===== src/ecpg_pkg.sv =====
// Shared types and constants of the ellipse column point generator.
package ecpg_pkg;

  localparam int unsigned CoordW  = 8;
  localparam int unsigned GridW   = 9;
  localparam int unsigned CfgIdxW = 3;
  localparam int unsigned SqW     = 16;
  localparam int unsigned RhsW    = 34;
  localparam int unsigned OddMulW = 17;

  typedef enum logic [1:0] {
    ST_OK    = 2'd0,
    ST_GRID  = 2'd1,
    ST_RANGE = 2'd2
  } status_e;

  typedef enum logic [CfgIdxW-1:0] {
    CFG_CENTER_X    = 3'd0,
    CFG_CENTER_Y    = 3'd1,
    CFG_RADIUS_X    = 3'd2,
    CFG_RADIUS_Y    = 3'd3,
    CFG_GRID_WIDTH  = 3'd4,
    CFG_GRID_HEIGHT = 3'd5
  } cfg_idx_e;

  // Item moving through the half-height search.
  typedef struct packed {
    logic [CoordW-1:0] dx;
    status_e           status;
    logic [RhsW-1:0]   rhs;
    logic [CoordW-1:0] dy;
  } srch_t;

  // Item handed to the point emitter.
  typedef struct packed {
    logic [CoordW-1:0] xp;
    logic [CoordW-1:0] xm;
    logic [CoordW-1:0] yp;
    logic [CoordW-1:0] ym;
    logic              dx_nz;
    logic              dy_nz;
    status_e           status;
  } emit_t;

endpackage


===== src/ecpg_if.sv =====


interface ecpg_out_if import ecpg_pkg::*; ();
  logic              valid;
  logic              ready;
  logic [CoordW-1:0] point_x;
  logic [CoordW-1:0] point_y;
  logic [1:0]        status;
  logic              last_point;

  modport source (output valid, output point_x, output point_y, output status,
                  output last_point, input ready);
  modport sink   (input valid, input point_x, input point_y, input status,
                  input last_point, output ready);
endinterface



===== src/ecpg_emitter.sv =====
// Holds one column's mirrored points and sends them out one per transfer.
module ecpg_emitter import ecpg_pkg::*; (
  input  logic         clk_i,
  input  logic         rst_ni,
  input  logic         load_i,
  input  emit_t        item_i,
  output logic         take_o,
  ecpg_out_if.source   pt_o
);

  logic        vld_q;
  logic [1:0]  seq_q;
  emit_t       item_q;
  logic [3:0]  pres;
  logic [3:0]  later;
  logic [1:0]  nxt;
  logic        last;

  // Point order: (xp,yp) (xp,ym) (xm,yp) (xm,ym); skip copies on a zero offset.
  always_comb begin
    pres  = {item_q.dx_nz & item_q.dy_nz, item_q.dx_nz, item_q.dy_nz, 1'b1};
    later = pres & (4'b1110 << seq_q);
    last  = (later == 4'b0000);
    nxt   = seq_q;
    for (int i = 3; i >= 0; i--) begin
      if (later[i]) begin
        nxt = 2'(i);
      end
    end
  end

  assign take_o = !vld_q || (pt_o.ready && last);

  always_ff @(posedge clk_i or negedge rst_ni) begin
    if (!rst_ni) begin
      vld_q <= 1'b0;
      seq_q <= 2'd0;
    end else if (take_o) begin
      vld_q <= load_i;
      seq_q <= 2'd0;
    end else if (pt_o.ready) begin
      seq_q <= nxt;
    end
  end

  always_ff @(posedge clk_i) begin
    if (take_o && load_i) begin
      item_q <= item_i;
    end
  end

  assign pt_o.valid      = vld_q;
  assign pt_o.point_x    = seq_q[1] ? item_q.xm : item_q.xp;
  assign pt_o.point_y    = seq_q[0] ? item_q.ym : item_q.yp;
  assign pt_o.status     = item_q.status;
  assign pt_o.last_point = last;

endmodule


===== src/flat_wrapper.sv =====
// flat-port wrapper written by rule: the top's interface ports become plain ports
module ecpg_emitter_flat import ecpg_pkg::*;
  (clk_i, rst_ni, load_i, item_i, take_o, pt_o_valid, pt_o_point_x, pt_o_point_y, pt_o_status, pt_o_last_point, pt_o_ready);
  ecpg_out_if pt_o_i ();
  input  logic clk_i;
  input  logic rst_ni;
  input  logic load_i;
  input  emit_t item_i;
  output logic take_o;
  output wire logic [$bits(pt_o_i.valid)-1:0] pt_o_valid;
  output wire logic [$bits(pt_o_i.point_x)-1:0] pt_o_point_x;
  output wire logic [$bits(pt_o_i.point_y)-1:0] pt_o_point_y;
  output wire logic [$bits(pt_o_i.status)-1:0] pt_o_status;
  output wire logic [$bits(pt_o_i.last_point)-1:0] pt_o_last_point;
  input wire logic [$bits(pt_o_i.ready)-1:0] pt_o_ready;
  assign pt_o_valid = pt_o_i.valid;
  assign pt_o_point_x = pt_o_i.point_x;
  assign pt_o_point_y = pt_o_i.point_y;
  assign pt_o_status = pt_o_i.status;
  assign pt_o_last_point = pt_o_i.last_point;
  assign pt_o_i.ready = pt_o_ready;
  ecpg_emitter u_core (.clk_i(clk_i), .rst_ni(rst_ni), .load_i(load_i), .item_i(item_i), .take_o(take_o), .pt_o(pt_o_i));
endmodule

===== config.mk =====
export PLATFORM = sky130hd
export DESIGN_NAME = ecpg_emitter_flat
export DESIGN_NICKNAME = d
export VERILOG_FILES = /design/src/ecpg_pkg.sv /design/src/ecpg_if.sv /design/src/ecpg_emitter.sv /design/src/flat_wrapper.sv
export SDC_FILE = /design/constraint.sdc
export NUM_CORES = 1
export LEC_CHECK = 0
export BUFFER_PORTS_ARGS = -buffer_cell sky130_fd_sc_hd__buf_4
export CAP_MARGIN = 5
export CORE_MARGIN = 5
export CORE_UTILIZATION = 25
export DETAILED_ROUTE_END_ITERATION = 7
export MAX_ROUTING_LAYER = met4
export PLACE_DENSITY = 0.53
export SLEW_MARGIN = 10
export SYNTH_ARGS = -nofsm -noshare
export SYNTH_HDL_FRONTEND = slang
export SYNTH_SLANG_ARGS = --single-unit

===== constraint.sdc =====
create_clock -name clk_i -period 3.6 [get_ports clk_i]
set_input_delay 0.72 -clock clk_i [delete_from_list [all_inputs] [get_ports clk_i]]
set_output_delay 0.72 -clock clk_i [all_outputs]
set_load 0.05 [all_outputs]

**After elaboration in Yosys (flattened, before gate mapping)**

Cells that the tools add are included.

- Word-level logic and storage cells: 28
- Output and inout bits: 21
- Bits in registers: 39
- Input bits: 40

- Reductions and logical operators: 8
- Shifts and indexed selects: 1
- Bitwise logic cells: 2
- Multiplexer cells: 8

Operators by type and width:

| kind | number |
|---|---|
| $mux W8 | 2 |
| $mux W2 | 6 |
| $reduce_bool A5 Y1 | 1 |
| $and A4 B4 Y4 | 1 |
| $logic_not A4 Y1 | 1 |
| $shl A4 B2 Y4 const A | 1 |
| $logic_and A1 B1 Y1 | 2 |
| $reduce_and A2 Y1 | 1 |
| $reduce_bool A2 Y1 | 1 |
| $and A1 B1 Y1 | 1 |
| $logic_not A1 Y1 | 1 |
| $logic_or A1 B1 Y1 | 1 |

**Depth between registers and ports, before layout**

- Depth after elaboration: 8
- Depth in mapped cells: 4
- Gate-level depth less buffers: 3

**Worst setup path after synthesis**

No wires, ideal clock.

- Path kind: input port to flip-flop
- From: input pt_o_ready
- To: register u_core.item_q[10] (netlist name), enable pin
- Buffers on the path: 0
- Setup slack: 413 ps
- Setup time: 439 ps
- Cell stages on the path: 3
- Required time: 3161 ps
- Arrival time: 2748 ps
- Path through: inv_1 -> a211o_1 -> a21boi_1

- Word-level cells in the longest chain between the ends: 3

RTL lines:

| element | RTL line | text |
|---|---|---|
| start: declaration | flat_wrapper.sv:15 | `input wire logic [$bits(pt_o_i.ready)-1:0] pt_o_ready;` |
| $logic_and A1 B1 Y1 | ecpg_emitter.sv:32 | `assign take_o = !vld_q \|\| (pt_o.ready && last);` |
| $logic_or A1 B1 Y1 | ecpg_emitter.sv:32 |  |
| $logic_and A1 B1 Y1 | ecpg_emitter.sv:47 | `if (take_o && load_i) begin` |
| end signal: assignment | ecpg_emitter.sv:48 | `item_q <= item_i;` |
| end: declaration | ecpg_emitter.sv:13 | `emit_t item_q;` |

Every way passes these cells.
A chain may end at the register's enable or synchronous reset.

**Worst setup path after layout**

- From: register u_core.seq_q[1]
- To: output take_o

- Word-level cells in the longest chain between the ends: 5

RTL lines:

| element | RTL line | text |
|---|---|---|
| start: declaration | ecpg_emitter.sv:12 | `logic [1:0] seq_q;` |
| start signal: assignment | ecpg_emitter.sv:42 | `seq_q <= nxt;` |
| $shl A4 B2 Y4 | ecpg_emitter.sv:22 | `later = pres & (4'b1110 << seq_q);` |
| $and A4 B4 Y4 | ecpg_emitter.sv:22 |  |
| $logic_not A4 Y1 | ecpg_emitter.sv:23 | `last = (later == 4'b0000);` |
| $logic_and A1 B1 Y1 | ecpg_emitter.sv:32 |  |
| $logic_or A1 B1 Y1 | ecpg_emitter.sv:32 |  |
| end: declaration | flat_wrapper.sv:9 | `output logic take_o;` |

Every way passes these cells.

==> results.sh <==
export IMPL_crit_type="reg2out"
export IMPL_layout_common_cells="61 x buf_4, 36 x edfxtp_1, 16 x mux2_2, 5 x clkbuf_8"
export IMPL_cpMaxStageDelayCell="dfrtp_1"
export IMPL_grt_pass1_wl_um=4800
export IMPL_htree_levels=2
export IMPL_nFillCells=564
export IMPL_io_buffers=60
export IMPL_ant_nets=0
export IMPL_final_common_cell="buf_4"
export IMPL_io_pins=61
export IMPL_crit_reg2reg_launch="u_core.seq_q[1]"
export IMPL_synth_area_mux_share_pct=12.1
export IMPL_cts_setup_buffers=0
export IMPL_tightest_slew_ns=0.472
export IMPL_syn_avg_cell_area_um2=19.1
export IMPL_ctsLongestPathBuffers=2
export IMPL_dp_cells=210
export IMPL_netlist_instances=78
export IMPL_synth_simple_area_share_pct=3.70
export IMPL_drtIter0Drc=49
export IMPL_track_usage_pct=8.60
export IMPL_fin_cells=218
export IMPL_p_leak_nw=0.848
export IMPL_maxCapViolCount=0
export IMPL_avgRoutedWirePerCell_um=14.1
export IMPL_cts_resized=0
export IMPL_crit_required_ns=2.88
export IMPL_synth_distinct_cells=19
export IMPL_finalCriticalPeriod_ns=2.46
export IMPL_ys_seq_area_share_pct=77.6
export IMPL_via_per_inst=4.10
export IMPL_rsz0062_at_grt="false"
export IMPL_core_area_um2=5850
export IMPL_cp_end_kind="output port"
export IMPL_finalCoreUtilization_pct=36.9
export IMPL_vdd_ir_drop_worst_mv=0.216
export IMPL_drive_above_1_share_pct=60.1
export IMPL_crit_fanout=12
export IMPL_r2r_cells=4
export IMPL_maxSlewViolCount=0
export IMPL_netlist_area_um2=1490
export IMPL_clkTransAtPathRegs_ns=0.07
export IMPL_synth_adder_area_share_pct=0
export IMPL_hp_class="in2async"
export IMPL_slew_headroom_pct=68.5
export IMPL_fin_crit_sh_pct=68.3
export IMPL_startpoint_type="flip-flop"
export IMPL_hold_viol_final=0
export IMPL_synth_compound_area_share_pct=4.20
export IMPL_synth_top_family_by_area="multiplexers"
export IMPL_clock_latency_ns=0.28
export IMPL_die_width_um=87.2
export IMPL_yosysWarnings=0
export IMPL_first_pass_iters=4
export IMPL_grt_overflow=0
export IMPL_setup_viol=0
export IMPL_start_util_pct=25.4
export IMPL_grt_pass1_vias=995
export IMPL_worstPathArrival_ns=1.74
export IMPL_n_antenna_cell=0
export IMPL_die_area_um2=7600
export IMPL_cts_buffers=5
export IMPL_dr_total_vias=893
export IMPL_fmax_mhz=407
export IMPL_skew_ns=0.00523
export IMPL_synthXorXnorAreaFrac_pct=0
export IMPL_status="complete, no violations"
export IMPL_clock_sinks=39
export IMPL_grt_antenna_before_repair=0
export IMPL_grt_max_degree=37
export IMPL_nets=182
export IMPL_cts_tree="yes"
export IMPL_rows=28
export IMPL_synth_fp_nets=118
export IMPL_max_stage_delay_ns=0.55
export IMPL_ff2ff_setup_slack_ns=1.58
export IMPL_r2r_end="u_core.item_q[29]"
export IMPL_place_hpwl_um=2310
export IMPL_drcViolationCount=0
export IMPL_cp_cell_sequence="nor2b_1 -> a21boi_1 -> nand2_1 -> buf_4"
export IMPL_dieHeight_um=87.2
export IMPL_tns_ns=0
export IMPL_hold_buffers=0
export IMPL_cts_root_buffer="clkbuf_8"
export IMPL_powerDensity_nw_per_um2=609
export IMPL_routed_wl_um=3070
export IMPL_gp_congestion=0.835
export IMPL_synth_seq_cells=39
export IMPL_area_growth_synth_to_final_pct=44.9
cell type report:
| cell class | instances | area [um2] | area share, % |
|---|---|---|---|
| clock buffer | 6 | 72.6 | 3.36 |
| clock inverter | 2 | 60.1 | 2.78 |
| timing repair buffer | 61 | 458 | 21.2 |
| multi-input combinational | 33 | 309 | 14.3 |
| tap | 75 | 93.8 | 4.35 |
| sequential | 39 | 1160 | 53.6 |
| inverter | 2 | 7.51 | 0.348 |
state kept, by name, summed over array words and instances (netlist names):
name                cells
u_core.item_q          34
u_core.pt_o.valid       1
u_core.pt_o.status      2
u_core.seq_q            2
synth_stat cells (all sizes together):
master	number	share of area [%]
edfxtp	36	73
a21oi	1	0.34
a211o	1	0.59
or4b	1	0.67
inv	2	0.50
o2bb2ai	1	0.59
nand2	3	0.76
a21boi	3	1.5
o21ai	2	0.67
buf	4	1.8
nor2b	2	1.3
dfrtp	3	5.0
mux2	16	12
and2	1	0.42
nand3b	1	0.50
a21o	1	0.50
stage by stage:
stage	area (um2)	setup WS [ns]	total power, mW	hold WS, ns
after floorplan	1490	0.413	0.798	0.424
after global placement	2020	1.42	0.902	0.512
after detailed placement	2020	1.39	0.910	0.516
after CTS	2160	1.11	1.34	0.200
after global routing	2160	0.983	1.37	0.191
final	2160	1.14	1.31	0.214
logic make-up after synthesis:
logic type	Yosys count
flip-flops	39
AO/OA/AOI/OAI	9
multiplexers	16
AND/OR/NAND/NOR	8
buffers and inverters	6
how the worst max path moves through the flow:
stage,from,end,cells past startpoint,slack [ns]
after global placement,pt_o_ready,take_o,5,1.42
after global routing,u_core.seq_q[1],take_o,4,0.98
final,u_core.seq_q[1],take_o,4,1.14
after detailed placement,pt_o_ready,take_o,5,1.39
after CTS,u_core.seq_q[1],take_o,4,1.11
after floorplan,pt_o_ready,u_core.item_q[10],3,0.41
routing by layer:
metal  wire length [um]  vias to the layer above  share of wire (%)  GRT usage (%)
li1                   -                      422                  -              -
met1               1160                      425                 38           9.04
met2               1620                       40                 53           14.6
met3                219                        6                7.1           2.65
met4                 73                        0                2.4           4.18
met5                  0                        -                  0              -
critical path: cells and delay by family (launching register included):
kind,cells,cell delay (ns)
compound gates,1,0.36
buf+inv,1,0.20
flops,1,0.55
simple gates,2,0.35
where the power goes:
part	total [mW]	internal [mW]	switching, mW	leakage, nW
clock	0.418	0.277	0.141	0.0654
combinational	0.324	0.122	0.202	0.413
sequential	0.572	0.544	0.0273	0.370
No activity file was read; power rests on OpenSTA's default activity.
