$ cat config.mk
export PLATFORM = sky130hd
export DESIGN_NAME = ecpg_search_step
export DESIGN_NICKNAME = d
export VERILOG_FILES = /design/src/ecpg_pkg.sv /design/src/ecpg_search_step.sv
export SDC_FILE = /design/constraint.sdc
export NUM_CORES = 1
export LEC_CHECK = 0
export BUFFER_PORTS_ARGS = -buffer_cell sky130_fd_sc_hd__buf_2
export CAP_MARGIN = 20
export CORE_MARGIN = 5
export CORE_UTILIZATION = 50
export DETAILED_ROUTE_END_ITERATION = 6
export PLACE_DENSITY_LB_ADDON = 0.2
export SKIP_CTS_REPAIR_TIMING = 1
export SLEW_MARGIN = 20
export SYNTH_ARGS = -nofsm -noshare
export SYNTH_HDL_FRONTEND = slang
export SYNTH_SLANG_ARGS = --single-unit
$ cat constraint.sdc
create_clock -name clk_i -period 7.8 [get_ports clk_i]
set_input_delay 1.56 -clock clk_i [delete_from_list [all_inputs] [get_ports clk_i]]
set_output_delay 1.56 -clock clk_i [all_outputs]
set_load 0.01 [all_outputs]
$ cat src/ecpg_pkg.sv
// Shared types and constants of the ellipse column point generator.
package ecpg_pkg;

  localparam int unsigned CoordW  = 8;
  localparam int unsigned GridW   = 9;
  localparam int unsigned CfgIdxW = 3;
  localparam int unsigned SqW     = 16;
  localparam int unsigned RhsW    = 34;
  localparam int unsigned OddMulW = 17;

  typedef enum logic [1:0] {
    ST_OK    = 2'd0,
    ST_GRID  = 2'd1,
    ST_RANGE = 2'd2
  } status_e;

  typedef enum logic [CfgIdxW-1:0] {
    CFG_CENTER_X    = 3'd0,
    CFG_CENTER_Y    = 3'd1,
    CFG_RADIUS_X    = 3'd2,
    CFG_RADIUS_Y    = 3'd3,
    CFG_GRID_WIDTH  = 3'd4,
    CFG_GRID_HEIGHT = 3'd5
  } cfg_idx_e;

  // Item moving through the half-height search.
  typedef struct packed {
    logic [CoordW-1:0] dx;
    status_e           status;
    logic [RhsW-1:0]   rhs;
    logic [CoordW-1:0] dy;
  } srch_t;

  // Item handed to the point emitter.
  typedef struct packed {
    logic [CoordW-1:0] xp;
    logic [CoordW-1:0] xm;
    logic [CoordW-1:0] yp;
    logic [CoordW-1:0] ym;
    logic              dx_nz;
    logic              dy_nz;
    status_e           status;
  } emit_t;

endpackage

$ cat src/ecpg_search_step.sv
// One bit of the half-height search: odd multiple of rx, then square and compare.
module ecpg_search_step import ecpg_pkg::*; #(
  parameter int unsigned BIT = 0
) (
  input  logic              clk_i,
  input  logic              rst_ni,
  input  logic              en_i,
  input  logic              valid_i,
  input  srch_t             item_i,
  input  logic [CoordW-1:0] radius_x_i,
  input  logic [CoordW-1:0] radius_y_i,
  output logic              valid_o,
  output srch_t             item_o
);

  localparam logic [CoordW-1:0] BitMask = CoordW'(1 << BIT);

  logic [CoordW-1:0]  cand;
  logic [CoordW:0]    odd;
  logic [OddMulW-1:0] odd_rx;
  logic [RhsW-1:0]    sq;
  logic               take;
  srch_t              item_d;

  logic               mid_valid_q;
  srch_t              mid_item_q;
  logic [OddMulW-1:0] mid_m_q;
  logic               mid_ok_q;
  logic               valid_q;
  srch_t              item_q;

  // Try setting this bit of dy: candidate must stay within ry.
  always_comb begin
    cand   = item_i.dy | BitMask;
    odd    = {cand, 1'b0} - (CoordW+1)'(1);
    odd_rx = OddMulW'({8'b0, odd} * {9'b0, radius_x_i});
  end

  // Keep the bit when the squared odd multiple stays within the bound.
  always_comb begin
    sq     = RhsW'({17'b0, mid_m_q} * {17'b0, mid_m_q});
    take   = mid_ok_q && (sq <= mid_item_q.rhs);
    item_d = mid_item_q;
    if (take) begin
      item_d.dy = mid_item_q.dy | BitMask;
    end
  end

  always_ff @(posedge clk_i or negedge rst_ni) begin
    if (!rst_ni) begin
      mid_valid_q <= 1'b0;
      valid_q     <= 1'b0;
    end else if (en_i) begin
      mid_valid_q <= valid_i;
      valid_q     <= mid_valid_q;
    end
  end

  always_ff @(posedge clk_i) begin
    if (en_i) begin
      mid_item_q <= item_i;
      mid_m_q    <= odd_rx;
      mid_ok_q   <= (cand <= radius_y_i);
      item_q     <= item_d;
    end
  end

  assign valid_o = valid_q;
  assign item_o  = item_q;

endmodule

== Word-level counts from Yosys, hierarchy flattened ==
Index checks and enable logic that the tools add are counted.
Widths: inputs -> output; s select.

* Bits in registers: 124
* Input port bits: 72
* Output and inout port bits: 53
* Word-level logic and storage cells: 19

* $add $sub $neg: 1
* $mul: 2
* Magnitude comparators: 2
* Reductions and logical operators: 1

{| class="wikitable"
|+ Operators with widths
! kind !! count
|-
| $le 34x34->1 || 1
|-
| $mul 17x17->34 || 1
|-
| $mul 9x8->17 || 1
|-
| $sub 9x1->9 const B || 1
|-
| $le 8x8->1 || 1
|-
| $logic_and 1x1->1 || 1
|}

== Logic depth before layout (Yosys ltp) ==
Gate-level depths: netlist of run 1.

* Word-level depth: 3
* Gate-level depth with buffers: 32
* Mapped depth without buffers: 30

== Least setup slack after synthesis of run 1 ==
OpenSTA, ideal clock, no wires.

* Kind: reg2reg
* Start: register mid_m_q[5]
* End: register item_q (netlist bit item_o[0]), data pin
* Arrival time: 6753 ps
* Required time: 7642 ps
* Setup slack: 889 ps
* Cell stages (with the launch flop): 27
* Clock period less this slack: 6911 ps
* Cell sequence: edfxtp_1 clkbuf_1 nand2_1 fa_1 fa_1 inv_1 fa_1 fa_1 fa_1 inv_1 fa_1 inv_1 ha_1 buf_2 a21o_1 a31oi_4 o211ai_2 a221o_2 a221oi_2 xnor2_1 ha_1 nor2b_1 o21ai_0 o2111ai_1 a21oi_1 o21ai_0 o211ai_1

* Word-level cells in the longest chain between the ends: 3

{| class="wikitable"
|+ Ends and longest elaborated chain
! item !! RTL line !! text
|-
| from (decl) || ecpg_search_step.sv:27 || <nowiki>logic [OddMulW-1:0] mid_m_q;</nowiki>
|-
| from (signal assigned) || ecpg_search_step.sv:62 || <nowiki>mid_m_q <= odd_rx;</nowiki>
|-
| $mul 17x17->34 || ecpg_search_step.sv:41 || <nowiki>sq = RhsW'({17'b0, mid_m_q} * {17'b0, mid_m_q});</nowiki>
|-
| $le 34x34->1 || ecpg_search_step.sv:42 || <nowiki>take = mid_ok_q && (sq <= mid_item_q.rhs);</nowiki>
|-
| $logic_and 1x1->1 || ecpg_search_step.sv:42 ||
|-
| to (signal assigned) || ecpg_search_step.sv:64 || <nowiki>item_q <= item_d;</nowiki>
|-
| to (decl) || ecpg_search_step.sv:30 || <nowiki>srch_t item_q;</nowiki>
|}

Every way passes these cells.
A chain may end at the register's enable or synchronous reset.

== Worst setup path after layout of run 1 ==
* Start: register mid_m_q[10]
* End: register item_q (netlist bit item_o[0]), data pin

Same word-level chain as after synthesis.

==> results.cfg, run 1 <==
[worst_setup_path]
slowest_delay_ps = 670
reg2reg_slack_ps = 430
critical_path.endpoint_type = flip-flop
critPathRequiredTime_ps = 8060
crit_arrival_ps = 7630
cpLargestDelayFamily = adder cells
cp_common_cell = fa_1
start_kind = flip-flop
critPathKind = flip-flop to flip-flop
critical_path_buf_inv_count = 4
cp_slowest_cell = edfxtp_1
crit_path_max_fanout = 15

[die]
dieHeight_um = 184
core_region_area_sq_mm = 0.0297
rows = 63
initial_core_util = 0.508
die_w_um = 184
dieArea_sq_mm = 0.0338
ios = 125

[logic_synthesis]
synth_cells = 1455
synthesis.nets = 1942
synth_edf_count = 122
yosysWarnings = 0
synth-seq-cells = 124
synth_cell_types = 56
avgSynthCellArea_sq_um = 10.4
synth_seq_area_share = 0.246
yosys-top-cells-count = inv_1, fa_1, ha_1, nand2_1, edfxtp_1
ys.flop_type = edfxtp_1
synth_top_area_frac = 0.301
syn-cell-area_sq_mm = 0.0151
synthArstFlopShare = 0.0161
synth_top_area_cell = fa_1
synth.area.top_cells = fa_1, edfxtp_1, ha_1, inv_1, nand2_1
synth_most_common_cell = inv_1

[routing]
routedWlPerCell_um = 15.3
postRouteAntennaNets = 0
dr.first_iter.drc_count = 587
drt-total-wl_um = 30600
drc = 0
vias = 10200
firstDrtPassIters = 4
viasPerCell = 5.09

[placement]
dp.cells = 1955
post_dp_cell_area_sq_mm = 0.0162
gp_congestion = 0.893
port_buffers = 124
hpwl_um = 25900

[cells_and_area]
fin_nets = 2082
layout-drive-gt1-share = 0.123
syn_to_final_growth_pct = 11.7
num_antenna_cells = 0
final_area_sq_mm = 0.0169
fill_cells = 2624
finish.utilization = 0.567
final_cells = 1998

[global_routing]
grt_max_degree = 67
grt_pass1_wl_um = 50700
overflow = 0
track_usage = 0.188
grt_pass1_vias = 10600
antenna_found_initial = 0

[timing]
slew_headroom = 0.445
fin_worst_skew_ps = 8.48
finalHoldViolations = 0
timing.final.crit_share = 0.945
tns_ps = 0
final-setup-viol-count = 0
worstMarginPinSlew_ps = 833
rsz0062_at_grt = false
slew_viol_final = 0
fin_crit_ps = 7370
max_freq_mhz = 136

[clock_network]
htree_levels = 4
clk_pin_slew_ps = 60
cts_buffers = 17
clk_path_buf_depth = 2
cts_root_buf = clkbuf_16
cts_tree = yes
insertion_delay_ps = 420
clkSinkCount = 124

[min_path]
min_path_type = flip-flop to flip-flop

[flow_run]
maxCapViolCount = 0

[outcome]
outcome = finished clean
routing by layer:
metal / global-route usage / vias to the layer above / part of all wire
met3: 0.0342 / 36 / 0.051
met5: 0 / - / 0
met4: 0.0550 / 0 / 0.021
met1: 0.237 / 5080 / 0.41
met2: 0.334 / 232 / 0.52
li1: - / 4820 / -
cells in the final DEF (no fill, tap or decap), types with 4 or more instances in the layout:
| master | count |
|---|---|
| a21oi_1 | 49 |
| edfxtp_1 | 122 |
| fa_1 | 227 |
| buf_2 | 123 |
| nand2_1 | 128 |
| o21a_1 | 6 |
| xnor2_1 | 39 |
| xor2_1 | 10 |
| nor2_1 | 45 |
| nand3_1 | 10 |
| inv_1 | 390 |
| clkbuf_16 | 17 |
| a21o_1 | 24 |
| clkinvlp_4 | 4 |
| nor3_1 | 4 |
| a31oi_1 | 4 |
| nand2b_1 | 4 |
| o21bai_1 | 7 |
| nor2b_1 | 12 |
| and2_1 | 69 |
| o21ai_0 | 22 |
| buf_4 | 23 |
| ha_1 | 188 |
| and3_1 | 6 |
| nand4_1 | 16 |
metrics by stage:
stage	hold WS [ps]	setup slack [ps]
2_1_floorplan	400	889
3_3_place_gp	400	484
3_5_place_dp	405	361
4_1_cts	417	333
5_1_grt	425	12.6
6_report	416	426
final cells by class:
cell class / instances / area (sq um) / area share
clock buffer: 19 / 433 / 0.0257
clock inverter: 13 / 144 / 0.00853
inverter: 391 / 1470 / 0.0870
multi-input combinational: 914 / 9810 / 0.582
sequential: 124 / 3710 / 0.220
tap: 390 / 488 / 0.0289
timing repair buffer: 147 / 808 / 0.0479
cell families after synthesis:
logic type                 after synthesis  share of synthesized area
and+or+nand+nor                        302                     0.0968
muxes                                    4                    0.00290
buffers and inverters                  417                      0.104
xor gates and xnor gates                49                     0.0284
DFF                                    124                      0.246
AOI/OAI and AO/OA                      144                     0.0647
adders and majority gates              415                      0.457
final timing paths:
check                                  from  depth (start not counted)     endpoint
worst min-delay path             item_d[42]                          0   item_o[42]
min in group asynchronous            rst_ni                          1  mid_valid_q
max in group asynchronous            rst_ni                          1      valid_o
worst max register to register  mid_m_q[10]                         26    item_o[0]
worst max-delay path            mid_m_q[10]                         26    item_o[0]
worst min register to register   item_d[42]                          0   item_o[42]
registers in the layout, summed over array words and instances (netlist names):
register	count
item_d	44
mid_m_q	17
valid_o	1
mid_valid_q	1
item_o	52
mid_ok_q	1
mid_item_q	8
Power of run 1 is left out: the tool's default activity adds up to more than one toggle a clock period on the data nets, which glitch-free logic cannot reach.
==> run 2: changes to the inputs <==
- CORE_UTILIZATION: 50 -> 55
- RECOVER_POWER: not set -> 100
- SLEW_MARGIN: 20 -> not set
==> run 2 against run 1 <==
Net effect: the flow now finishes with violations (max-capacitance violations, max-slew violations); sequential share of layout area grew 0.14 points; register-to-register slack about the same; count of clock-buffer cells in the layout is 1 lower; critical path depth did not move; fmax hardly changed; core utilization rose by 5.4 points; cell area down 0.65%; non-clock buffer count is 8 higher; via count is 0.56% higher; largest cell class unchanged.
==> results.cfg, run 2 (same netlist as run 1, synthesis figures left out) <==
[outcome]
outcome = finished, violations left
violations = max-capacitance violations, max-slew violations

[worst_setup_path]
start_kind = flip-flop
slowest_delay_ps = 670
critPathRequiredTime_ps = 8060
crit_arrival_ps = 7640
cp_common_cell = fa_1
critical_path.endpoint_type = flip-flop
cp_slowest_cell = edfxtp_1
critPathKind = flip-flop to flip-flop
crit_path_max_fanout = 15

[clock_network]
htree_levels = 4
clk_path_buf_depth = 2
insertion_delay_ps = 430
cts_buffers = 17
clk_pin_slew_ps = 70
cts_root_buf = clkbuf_16
clkSinkCount = 124
cts_tree = yes

[placement]
port_buffers = 124
dp.cells = 1904
gp_congestion = 0.927
hpwl_um = 25600

[min_path]
min_path_type = flip-flop to flip-flop

[cells_and_area]
fin_nets = 2090
fill_cells = 2242
layout_commonest_cell = inv_1
final_cells = 1956
layout-drive-gt1-share = 0.0854
syn_to_final_growth_pct = 11.0
largest_reg_flops = 52
layout_common_cells = inv_1, fa_1, ha_1, nand2_1, edfxtp_1
num_antenna_cells = 0

[routing]
viasPerCell = 5.23
postRouteAntennaNets = 0
drt-total-wl_um = 30500
vias = 10200
dr.first_iter.drc_count = 509
firstDrtPassIters = 5
drc = 0
routedWlPerCell_um = 15.6

[timing]
rsz0062_at_grt = false
max_freq_mhz = 135
tns_ps = 0
fin_crit_ps = 7380
finalHoldViolations = 0
timing.final.crit_share = 0.946
final-setup-viol-count = 0
worstMarginPinSlew_ps = 4180
slew_headroom = -1.78
fin_worst_skew_ps = 10.6
slew_viol_final = 127
fin_hold_ws_ps = 419

[global_routing]
grt_max_degree = 83
antenna_found_initial = 0
track_usage = 0.208
overflow = 0
grt_pass1_vias = 10900
grt_pass1_wl_um = 51500

[flow_run]
maxCapViolCount = 2

[die]
rows = 60
initial_core_util = 0.560
die_w_um = 176
dieHeight_um = 176
dieArea_sq_mm = 0.0308
ios = 125
core_region_area_sq_mm = 0.0270
==> run 2: cell count changes in the layout (fill, tap and decap cells not counted), sizes merged <==
cell and change:
buf -57, clkbuf +64, inv -1, clkinv +4, clkinvlp -3
==> run 2: area by class of cell <==
type	count	area, sq um	area share
multi-input combinational	914	9800	0.585
tap	341	427	0.0255
clock buffer	18	429	0.0256
timing repair buffer	155	769	0.0459
clock inverter	13	144	0.00859
inverter	391	1470	0.0876
sequential	124	3710	0.222
==> run 2: critical path: cells and delay by family, from the launching register on <==
family                     cells  cell delay [ps]
xor gates and xnor gates       1              150
adders and majority gates      8             3740
DFF                            1              670
buffers and inverters          4              370
AOI/OAI and AO/OA             11             2060
and+or+nand+nor                2              230
==> run 2: stage by stage <==
step                instance area (sq um)   util  setup slack [ps]
global route                        16800  0.622              12.9
floorplan                           15100      -               889
detailed placement                  16100  0.598               419
global placement                    16100  0.598               495
finish                              16800  0.622               419
CTS                                 16700  0.619               403
==> run 2: per-layer routing <==
layer	vias up	track usage	wire length (um)
li1	4843	-	-
met1	5081	0.262	12400
met2	249	0.375	16200
met3	52	0.0312	1280
met4	0	0.0591	660
met5	-	0	0
==> run 2: worst paths after layout <==
check / startpoint / cells after the start / to / slack [ps]
setup / recovery: mid_m_q[10] / 26 / item_o[0] / 420
hold / removal: item_d[45] / 0 / item_o[45] / 420
max in group asynchronous: rst_ni / 1 / valid_o / 6760
setup reg to reg: mid_m_q[10] / 26 / item_o[0] / 420
hold reg to reg: item_d[45] / 0 / item_o[45] / 420
min in group asynchronous: rst_ni / 1 / mid_valid_q / 910
Power of run 2 is left out for the same reason.
